--- config.mk ---
export PLATFORM = sky130hd
export DESIGN_NAME = c3ms_ctrl
export DESIGN_NICKNAME = d
export VERILOG_FILES = /design/src/hw/rtl/c3ms_pkg.sv /design/src/hw/rtl/c3ms_ctrl.sv
export SDC_FILE = /design/constraint.sdc
export NUM_CORES = 1
export LEC_CHECK = 0
export BUFFER_PORTS_ARGS = -buffer_cell sky130_fd_sc_hd__buf_2
export CORE_UTILIZATION = 54
export CTS_CLUSTER_SIZE = 28
export DETAILED_ROUTE_END_ITERATION = 12
export GPL_TIMING_DRIVEN = 0
export PLACE_DENSITY = 0.95
export RECOVER_POWER = 25
export REMOVE_ABC_BUFFERS = 1
export SLEW_MARGIN = 20
export SYNTH_ARGS = -nofsm -noshare
export SYNTH_HDL_FRONTEND = slang
export SYNTH_SLANG_ARGS = --single-unit
--- constraint.sdc ---
create_clock -name clk -period 8 [get_ports clk]
set_clock_uncertainty 0.1 [all_clocks]
set_input_delay 2.4 -clock clk [delete_from_list [all_inputs] [get_ports clk]]
set_output_delay 2.4 -clock clk [all_outputs]
set_load 0.02 [all_outputs]
--- src/hw/rtl/c3ms_pkg.sv ---
// Shared constants and controller-to-datapath command types.
// No dependencies; imported by every module of the block.
`timescale 1ns / 1ps
`default_nettype none
package c3ms_pkg;
  localparam int MaxWidth  = 256;
  localparam int MaxHeight = 256;
  localparam int MaxInCh   = 16;
  localparam int MaxOutCh  = 16;
  localparam int Taps      = 3;
  localparam int WeightDepth = MaxOutCh * MaxInCh * Taps * Taps;
  localparam int LineDepth   = Taps * MaxWidth * MaxInCh;

  localparam logic [1:0] OP_SAMPLE = 2'd0;
  localparam logic [1:0] OP_WEIGHT = 2'd1;
  localparam logic [1:0] OP_BIAS   = 2'd2;

  localparam logic [2:0] REG_WIDTH  = 3'd0;
  localparam logic [2:0] REG_IN_CH  = 3'd1;
  localparam logic [2:0] REG_OUT_CH = 3'd2;
  localparam logic [2:0] REG_SHIFT  = 3'd3;
  localparam logic [2:0] REG_BIAS   = 3'd4;

  typedef struct packed {
    logic        line_we;
    logic [13:0] line_waddr;
    logic [15:0] sample;
    logic        w_we;
    logic [11:0] w_addr;
    logic [15:0] w_data;
    logic        b_we;
    logic [3:0]  b_idx;
    logic [31:0] b_data;
    logic        rd;
    logic        first;
    logic [13:0] line_raddr;
    logic        bias_add;
    logic        bias_en;
    logic        load_out;
    logic [4:0]  shift;
  } dp_cmd_t;

  typedef struct packed {
    logic [15:0] value;
    logic        saturated;
  } dp_status_t;
endpackage
`default_nettype wire

--- src/hw/rtl/c3ms_ctrl.sv ---
// Controller: config registers, pixel position, window sequencing FSM.
// Depends on c3ms_pkg; drives the datapath through dp_cmd_t.
`timescale 1ns / 1ps
`default_nettype none
module c3ms_ctrl
  import c3ms_pkg::*;
(
  input  wire logic        clk,
  input  wire logic        rst_n,
  input  wire logic        in_valid,
  output logic             in_ready,
  input  wire logic [1:0]  in_opcode,
  input  wire logic        in_frame_start,
  input  wire logic [15:0] in_sample,
  input  wire logic [11:0] in_table_index,
  input  wire logic [15:0] in_weight_value,
  input  wire logic [31:0] in_bias_value,
  input  wire logic        cfg_valid,
  input  wire logic [2:0]  cfg_index,
  input  wire logic [8:0]  cfg_data,
  output logic             out_valid,
  input  wire logic        out_ready,
  output logic [3:0]       out_filter,
  output logic [7:0]       out_row,
  output logic [7:0]       out_col,
  output logic             out_last,
  output dp_cmd_t          cmd
);
  typedef enum logic [2:0] {S_IDLE, S_MAC, S_W1, S_W2, S_BIAS, S_SHF, S_OUT} st_t;
  st_t st_r;
  logic [8:0] width_r;
  logic [4:0] ich_r, och_r, shift_r;
  logic       ben_r;
  logic [8:0] row_r;
  logic [7:0] col_r;
  logic [3:0] ch_r;
  logic [1:0] rm_r, top_r, dr_r, dc_r;
  logic [7:0] wrow_r, wcol_r;
  logic [3:0] f_r, ci_r;
  logic [11:0] waddr_r;
  logic [8:0] w_eff;
  logic [4:0] ic_eff, oc_eff;
  logic [8:0] r0;
  logic [7:0] c0;
  logic [3:0] ch0;
  logic [1:0] rm0, rsel;
  logic [2:0] rsum;
  logic       acc_in, is_smp;

  assign w_eff  = (width_r < 9'd3) ? 9'd3 :
                  ((width_r > 9'(MaxWidth)) ? 9'(MaxWidth) : width_r);
  assign ic_eff = (ich_r == 5'd0) ? 5'd1 : ((ich_r > 5'd16) ? 5'd16 : ich_r);
  assign oc_eff = (och_r == 5'd0) ? 5'd1 : ((och_r > 5'd16) ? 5'd16 : och_r);

  assign in_ready = (st_r == S_IDLE);
  assign acc_in   = in_valid && in_ready;
  assign is_smp   = acc_in && (in_opcode == OP_SAMPLE);
  assign r0  = in_frame_start ? 9'd0 : row_r;
  assign c0  = in_frame_start ? 8'd0 : col_r;
  assign ch0 = in_frame_start ? 4'd0 : ch_r;
  assign rm0 = in_frame_start ? 2'd0 : rm_r;
  assign rsum = {1'b0, top_r} + {1'b0, dr_r};
  assign rsel = (rsum >= 3'd3) ? 2'(rsum - 3'd3) : rsum[1:0];

  assign out_valid  = (st_r == S_OUT);
  assign out_filter = f_r;
  assign out_row    = wrow_r;
  assign out_col    = wcol_r;
  assign out_last   = ({1'b0, f_r} + 5'd1 == oc_eff);

  always_comb begin
    cmd = '0;
    cmd.sample     = in_sample;
    cmd.line_waddr = {rm0, c0, ch0};
    cmd.line_we    = is_smp && (r0 < 9'(MaxHeight));
    cmd.w_we       = acc_in && (in_opcode == OP_WEIGHT)
                     && (in_table_index < 12'(WeightDepth));
    cmd.w_data     = in_weight_value;
    cmd.w_addr     = (st_r == S_MAC) ? waddr_r : in_table_index;
    cmd.b_we       = acc_in && (in_opcode == OP_BIAS) && (in_table_index[11:4] == 8'd0);
    cmd.b_idx      = cmd.b_we ? in_table_index[3:0] : f_r;
    cmd.b_data     = in_bias_value;
    cmd.rd         = (st_r == S_MAC);
    cmd.first      = (ci_r == 4'd0) && (dr_r == 2'd0) && (dc_r == 2'd0);
    cmd.line_raddr = {rsel, 8'(wcol_r + {6'd0, dc_r}), ci_r};
    cmd.bias_add   = (st_r == S_BIAS);
    cmd.bias_en    = ben_r;
    cmd.load_out   = (st_r == S_SHF);
    cmd.shift      = shift_r;
  end

  always_ff @(posedge clk) begin
    if (!rst_n) begin
      st_r <= S_IDLE;
      width_r <= 9'd256; ich_r <= 5'd1; och_r <= 5'd1; shift_r <= 5'd0; ben_r <= 1'b0;
      row_r <= '0; col_r <= '0; ch_r <= '0; rm_r <= '0;
      f_r <= '0; ci_r <= '0; dr_r <= '0; dc_r <= '0; waddr_r <= '0;
      top_r <= '0; wrow_r <= '0; wcol_r <= '0;
    end else begin
      if (cfg_valid) begin
        unique case (cfg_index)
          REG_WIDTH:  width_r <= cfg_data;
          REG_IN_CH:  ich_r   <= cfg_data[4:0];
          REG_OUT_CH: och_r   <= cfg_data[4:0];
          REG_SHIFT:  shift_r <= cfg_data[4:0];
          REG_BIAS:   ben_r   <= cfg_data[0];
          default: ;
        endcase
      end
      unique case (st_r)
        S_IDLE: begin
          if (is_smp) begin
            if (r0 < 9'(MaxHeight)) begin
              if ({1'b0, ch0} + 5'd1 < ic_eff) begin
                row_r <= r0; col_r <= c0; rm_r <= rm0;
                ch_r  <= ch0 + 4'd1;
              end else begin
                if (r0 >= 9'd2 && c0 >= 8'd2) begin
                  wrow_r <= 8'(r0 - 9'd2);
                  wcol_r <= c0 - 8'd2;
                  top_r  <= (rm0 == 2'd2) ? 2'd0 : rm0 + 2'd1;
                  f_r <= '0; ci_r <= '0; dr_r <= '0; dc_r <= '0; waddr_r <= '0;
                  st_r <= S_MAC;
                end
                ch_r <= '0;
                if ({1'b0, c0} + 9'd1 >= w_eff) begin
                  col_r <= '0;
                  row_r <= r0 + 9'd1;
                  rm_r  <= (rm0 == 2'd2) ? 2'd0 : rm0 + 2'd1;
                end else begin
                  col_r <= c0 + 8'd1;
                  row_r <= r0;
                  rm_r  <= rm0;
                end
              end
            end else begin
              // past the last row: drop the word, keep the position
              row_r <= r0; col_r <= c0; ch_r <= ch0; rm_r <= rm0;
            end
          end
        end
        S_MAC: begin
          waddr_r <= waddr_r + 12'd1;
          if (dc_r != 2'd2) begin
            dc_r <= dc_r + 2'd1;
          end else begin
            dc_r <= '0;
            if (dr_r != 2'd2) begin
              dr_r <= dr_r + 2'd1;
            end else begin
              dr_r <= '0;
              if ({1'b0, ci_r} + 5'd1 < ic_eff) begin
                ci_r <= ci_r + 4'd1;
              end else begin
                ci_r <= '0;
                st_r <= S_W1;
              end
            end
          end
        end
        S_W1:   st_r <= S_W2;
        S_W2:   st_r <= S_BIAS;
        S_BIAS: st_r <= S_SHF;
        S_SHF:  st_r <= S_OUT;
        S_OUT: begin
          if (out_ready) begin
            if (out_last) begin
              st_r <= S_IDLE;
            end else begin
              f_r  <= f_r + 4'd1;
              st_r <= S_MAC;
            end
          end
        end
        default: st_r <= S_IDLE;
      endcase
    end
  end
endmodule
`default_nettype wire

; ---- Word-level counts from Yosys, hierarchy flattened
; Index checks and enable logic that the tools add are counted.
[classes]
muxes = 60
bitwise = 1
addsub = 18
reduce_logical = 33
n_eq_ne = 25
magnitude_cmp = 12
[ops]
columns = cell, n
row1 = 12-bit two-way mux, 5
row2 = 9-bit two-way mux, 6
row3 = 4-bit two-way mux, 13
row4 = 8-bit two-way mux, 4
row5 = 2-bit two-way mux, 13
row6 = 3-bit two-way mux, 8
row7 = 12-bit one-hot mux with 2 select lines, 1
row8 = 3-bit one-hot mux with 7 select lines, 1
row9 = 5-bit two-way mux, 4
row10 = 4-bit one-hot mux with 2 select lines, 2
row11 = "8-bit by 2-bit subtractor with 8-bit output, second input constant", 2
row12 = "4-bit by 1-bit adder with 5-bit output, second input constant", 3
row13 = "2-bit inequality test, second input constant", 7
row14 = 7-bit AND reduction, 2
row15 = "12-bit by 1-bit adder with 12-bit output, second input constant", 1
row16 = "4-bit by 1-bit adder with 4-bit output, second input constant", 3
row17 = "3-bit by 2-bit == test with 1-bit output, second input constant", 4
row18 = "3-bit == test, second input constant", 4
row19 = "12-bit less-than comparator, second input constant", 1
row20 = 2-bit AND reduction, 6
row21 = "5-bit greater-than comparator, second input constant", 2
row22 = 1-bit logical AND, 10
row23 = 5-bit zero test, 2
row24 = 5-bit less-than comparator, 2
row25 = 30 further kinds, 43
[totals]
inputBits = 96
wordCells = 167
reg_bits = 93

; ---- Longest topological paths before layout
; Gate-level depths: netlist of the first run.
[logic_depth]
depth_word = 8
depth_mapped = 17
depth_no_buf = 13

; ---- Worst setup path before layout of the first run
; No wires, ideal clock.
[synth_path]
path_type = input to output
startpoint = input in_opcode[0]
endpoint = output cmd[59] (netlist bit)
arrival_time_ns = 4.298
required_ns = 5.500
setup_slack_ns = 1.202
stages = 4
cell_sequence = nor4b_1 -> nand4_1 -> nor4_1 -> o21ai_0
[synth_rtl]
columns = element, line
row1 = "start, declared", c3ms_ctrl.sv:12  ; input wire logic [1:0] in_opcode,
row2 = "end, declared", c3ms_ctrl.sv:27  ; output dp_cmd_t cmd

==> metrics.csv, run 1 <==
metric,value,unit
synth-edff-count,0,
period_share,84.8,%
fp.dieW,110,um
die_h,110,um
clock_latency,0.36,ns
rows,39,
tightest_slew,1.47,ns
yosysTopAreaCell,dfxtp_1,
hold-path-cell-count,2,
num-fill-cells,1035,
viasPerCell,5.95,
routed-via-count,5813,
yosys.area.top_type_share,29.4,%
reg2reg_slack,3.85,ns
drv_cap,0,
max_freq,0.147,GHz
dpl.hpwl,16.1,mm
r2r_cells,12,
port_buffers,111,
grt_setup_unrepaired,false,
cts_resized,0,
drt_pre_antenna_iters,5,
grtUsageTotal,34.8,%
period_needed,6.78,ns
status,"complete, no violations",
path_class,in -> out,
drt_iter0_markers,496,
grt_pass1_vias,4999,
cts.sinks,93,
start_kind,input pin,
hold_path_class,reg -> reg,
r2r_start,col_r[1],
netlist_instances,810,
die_area,0.0122,sq mm
fin_nets,961,
ant_nets,0,
critPathCaptureType,primary output,
gp_congestion,0.931,
wl_per_cell,21.4,um
crit_fanout,6,
clk_pin_slew,0.07,ns
peakVddDrop,116,uV
ys_ff_latch,93,
ys_warn_count,0,
place_worst_setup_slack,1.32,ns
setup_violations,0,
initial_core_util,55.5,%
hold_violations,0,
p_leak,0.00284,uW
finalWirelength,20.9,mm
crit_start,in_opcode[0],
p_per_area,175,mW/mm^2
htreeDepth,3,
slew_headroom,2.32,%
synthFlopType,dfxtp_1,
grt_max_degree,45,
grt_pass1_wl,30.0,mm
cts_tree,yes,
worst_r2r_endpoint,col_r[5],
core_area,0.0114,sq mm
synthesis.area,0.00634,sq mm
async_flop_share,0,%
io-pin-count,240,
crit_end,cmd[58],
cts_root_buffer,clkbuf_16,
ys_seq_area_share,29.4,%
area.growth.synth_to_final,6.08,%
worstPathArrival,4.28,ns
crit_required,5.50,ns
num_antenna_cells,0,
cts_buffer_depth,2,
drc,0,
drive_gt1_share,13.8,%
setup_tns,0,ns
slew_viol_final,0,
antenna_found_initial,0,
synthTopCellsByArea,"dfxtp_1, nand2_1, buf_4, ha_1, nor2_1",
synth_cell_types,72,
syn_area_per_cell,7.82,sq um
ctsHoldBuffers,0,
numCtsBuffers,9,
setup_ws,1.22,ns
grt_overflow_total,0,
post_cts_buffers,0,
==> cells in the mapped netlist (all sizes together), types with 3 or more instances <==
cell type and n:
clkbuf 26, or2 3, xnor2 15, nor4b 4
nand3b 5, mux2i 21, or3 5, a2111oi 5
nand4 10, o221ai 3, o31ai 3, ha 34
buf 79, inv 32, a211oi 14, a21oi 38
dfxtp 93, or4 3, nor3b 3, nand2 135
nand2b 7, o21ai 19, xor2 25, a31oi 6
nor2 84, o21a 5, nand4b 3, nor4 4
nor3 20, a221oi 3, nor2b 20, and3 14
nand3 29
==> metrics by stage <==
step                      util, %  cell area (sq um)  hold slack, ns  cells  total power [uW]
after floorplan                 -               5660           0.332    705               628
after global placement       56.0               6390           0.342    959               692
after detailed placement     56.3               6430           0.346    961               698
after CTS                    59.2               6760           0.358    977              1170
after global routing         58.9               6720           0.398    977              1220
final                        58.9               6720           0.361    977              1180
==> worst min-delay path by stage <==
stage	start	endpoint	slack [ns]
floorplan	top_r[1]	top_r[1]	0.33
global placement	top_r[1]	top_r[1]	0.34
detailed placement	top_r[1]	top_r[1]	0.35
CTS	width_r[0]	width_r[0]	0.36
global route	width_r[0]	width_r[0]	0.40
finish	width_r[0]	width_r[0]	0.36
==> worst max-delay path, stage by stage <==
cell and delay, ns:
buf_2 0.12, nor4b_1 0.37, nand4_1 0.14, nor4_1 0.86, nand2_1 0.11, nand2_1 0.12, buf_2 0.16
==> metal layers <==
layer	track usage [%]	vias to the layer above	share of wire, %
met5	5.36	-	0.29
met4	14.8	2	4.0
met3	27.8	42	20
met2	48.6	360	40
met1	37.8	2658	36
li1	-	2751	-
==> state kept, by name, summed over array words and instances, names as in the netlist, 8 cells and up <==
name     cells
out_col      8
col_r        8
row_r        9
out_row      8
width_r      9
waddr_r     12
==> final cells by class <==
cell class	instances	area [sq um]	share of cell area, %
clock buffer	9	225	3.35
sequential	93	1860	27.7
tap	143	179	2.66
inverter	34	133	1.97
clock inverter	7	105	1.56
timing repair buffer	113	546	8.12
multi-input combinational	578	3670	54.6
==> where the power goes <==
| part | total (uW) | switching [uW] | internal (uW) | leakage, uW |
|---|---|---|---|---|
| logic | 200 | 134 | 66.3 | 0.00193 |
| clock network | 487 | 208 | 279 | 0.000159 |
| registers | 491 | 17.6 | 474 | 0.000751 |
| total | 1180 | 360 | 819 | 0.00284 |
==> logic make-up (layout without fill, tap and decap cells) <==
group           count (synthesis)  in the layout  share of synthesized area [%]
xor+xnor                       42             42                           6.24
fa+ha+maj                      36             36                           7.35
simple gates                  356            356                           26.5
compound gates                123            123                           14.4
flops                          93             93                           29.4
buf+inv                       139            163                           12.8
mux                            21             21                           3.32
==> cells in the final DEF, fill, tap and decap left out, types with 21 or more instances in the layout <==
| cell type | n |
|---|---|
| mux2i_1 | 21 |
| nand2_1 | 134 |
| dfxtp_1 | 93 |
| ha_1 | 34 |
| clkbuf_1 | 33 |
| a21oi_1 | 38 |
| nor2_1 | 83 |
| inv_1 | 32 |
| nand3_1 | 29 |
| xor2_1 | 25 |
| buf_2 | 78 |
No activity file was read; power rests on OpenSTA's default activity.
==> run 2: changes to the inputs <==
--- a/config.mk
+++ b/config.mk
@@ -6,11 +6,11 @@
 export NUM_CORES = 1
 export LEC_CHECK = 0
 export BUFFER_PORTS_ARGS = -buffer_cell sky130_fd_sc_hd__buf_2
-export CORE_UTILIZATION = 54
+export CORE_UTILIZATION = 50
 export CTS_CLUSTER_SIZE = 28
 export DETAILED_ROUTE_END_ITERATION = 12
 export GPL_TIMING_DRIVEN = 0
-export PLACE_DENSITY = 0.95
+export PLACE_DENSITY = 0.89
 export RECOVER_POWER = 25
 export REMOVE_ABC_BUFFERS = 1
 export SLEW_MARGIN = 20
==> constraint.sdc (replaced) <==
create_clock -name clk -period 6.5 [get_ports clk]
set_clock_uncertainty 0.1 [all_clocks]
set_input_delay 1.95 -clock clk [delete_from_list [all_inputs] [get_ports clk]]
set_output_delay 1.95 -clock clk [all_outputs]
set_load 0.02 [all_outputs]
==> run 2 against run 1 <==
  * The run now ends with max-capacitance violations, max-slew violations left
  * Largest power group unchanged
  * Power up 15%
  * Register-to-register slack worse by 1.7 ns
  * Worst setup slack worse by 0.70 ns
  * Non-clock buffer count down 1
  * Wire length up 1.0%
  * Clock-buffer cell count up 1
  * Combinational power up 22%
  * Cell count up 2.5%
  * First-iteration DRC count up 16%
  * Critical path type is now in -> reg
  * Final area down 0.45%
  * Core utilization down 3.8 points
==> metrics.csv, run 2 (synthesis results as in run 1) <==
metric,value,unit
period_needed,5.99,ns
wl_per_cell,21.1,um
p_leak,0.00281,uW
stdcell_area,0.00669,sq mm
numCtsBuffers,9,
period_share,92.1,%
place_worst_setup_slack,0.302,ns
ff_latch_area,0.00186,sq mm
grt_pass1_wl,31.3,mm
routed.top_layer,met5,
crit_start,in_frame_start,
wl_met3,4.10,mm
drc,0,
start_kind,input pin,
drt_iter0_markers,576,
setup_tns,0,ns
gp_congestion,0.945,
grt_max_degree,68,
finalWirelength,21.1,mm
fp.dieW,115,um
postPlaceCellArea,0.00645,sq mm
final_common_cell,nand2_1,
hold_violations,0,
fin_util,55.0,%
grtUsageTotal,32.3,%
cts.sinks,93,
path_class,in -> reg,
drv_cap,1,
multi_input_area,0.00367,sq mm
initial_core_util,52.1,%
slew_headroom,-3.68,%
clk_pin_slew,0.07,ns
rows,40,
hold_path_class,reg -> reg,
grt_overflow_total,0,
r2r_start,col_r[1],
routed-via-count,5822,
slew_viol_final,31,
largest_reg_flops,12,
ant_nets,0,
num-fill-cells,1138,
crit_required,6.65,ns
mostFrequentLayoutCells,"nand2_1, dfxtp_1, nor2_1, buf_2, a21oi_1",
dpl.hpwl,16.1,mm
area.growth.synth_to_final,5.61,%
port_buffers,111,
htreeDepth,3,
peakVddDrop,107,uV
cts_buffer_depth,2,
power.total,1360,uW
cts_resized,0,
crit_fanout,44,
core_area,0.0122,sq mm
setup_violations,0,
worstHoldStart,width_r[0],
critPathCaptureType,flop,
reg_top3,"waddr_r: 12 flops, row_r: 9 flops, width_r: 9 flops",
setup_ws,0.514,ns
dr_wl_met2,9.02,mm
ctsHoldBuffers,0,
worstPathArrival,6.13,ns
num_antenna_cells,0,
antenna_found_initial,0,
top_register,waddr_r,
max_freq,0.167,GHz
p_per_area,203,mW/mm^2
cts_tree,yes,
tightest_slew,1.56,ns
violations,"max-capacitance violations, max-slew violations",
clock_latency,0.35,ns
fin_nets,960,
die_area,0.0131,sq mm
status,"complete, but fails checks",
cts_root_buffer,clkbuf_16,
grt_pass1_vias,5266,
viasPerCell,5.82,
post_cts_buffers,0,
grt_setup_unrepaired,false,
drt_pre_antenna_iters,6,
drive_gt1_share,13.8,%
wl_met1,7.40,mm
io-pin-count,240,
die_h,115,um
-- run 2: cell types whose count changed in the layout (fill, tap and decap cells not counted), sizes merged --
| cell | previous run | this run |
|---|---|---|
| bufinv | 2 | 0 |
| buf | 80 | 79 |
| clkbuf | 42 | 43 |
| inv | 35 | 33 |
| clkinv | 3 | 6 |
-- run 2: path summary, 6_finish.rpt --
path	endpoint	slack [ns]	depth (start not counted)
setup / recovery	col_r[5]	0.51	13
hold / removal	width_r[0]	0.36	2
setup reg to reg	col_r[5]	2.20	12
hold reg to reg	width_r[0]	0.36	2
-- run 2: final cells by class --
class,count,area share [%]
Multi-Input combinational cell,578,54.9
Sequential cell,93,27.8
Timing Repair Buffer,112,7.85
Clock buffer,10,3.57
Tap cell,168,3.14
Inverter,34,2.02
Clock inverter,6,0.711
-- run 2: routing by layer --
layer	track usage, %	vias to the layer above
li1	-	2749
met1	33.5	2655
met2	48.9	374
met3	26.2	38
met4	7.79	6
met5	14.9	-
-- run 2: power by group --
| part | total, uW | internal [uW] | leakage [uW] | switching [uW] |
|---|---|---|---|---|
| combinational | 245 | 80.2 | 0.00192 | 164 |
| sequential | 605 | 583 | 0.000751 | 21.6 |
| clock | 512 | 273 | 0.000139 | 239 |
-- run 2: worst max-delay path: stages --
cell and delay (ns):
buf_2 0.34, nor2b_1 0.58, ha_1 0.27, nand4_1 0.25
or3_1 0.42, a21oi_1 0.24, ha_1 0.28, nand2_1 0.09
o21ai_0 0.10, a41oi_2 0.66, nand2_1 0.15, or4_1 0.50
a221oi_1 0.28
-- run 2: per-stage QoR --
step	hold WS, ns	std cells
after floorplan	0.332	705
after global placement	0.343	984
after detailed placement	0.351	985
after CTS	0.361	1001
after global routing	0.383	1001
final	0.361	1001
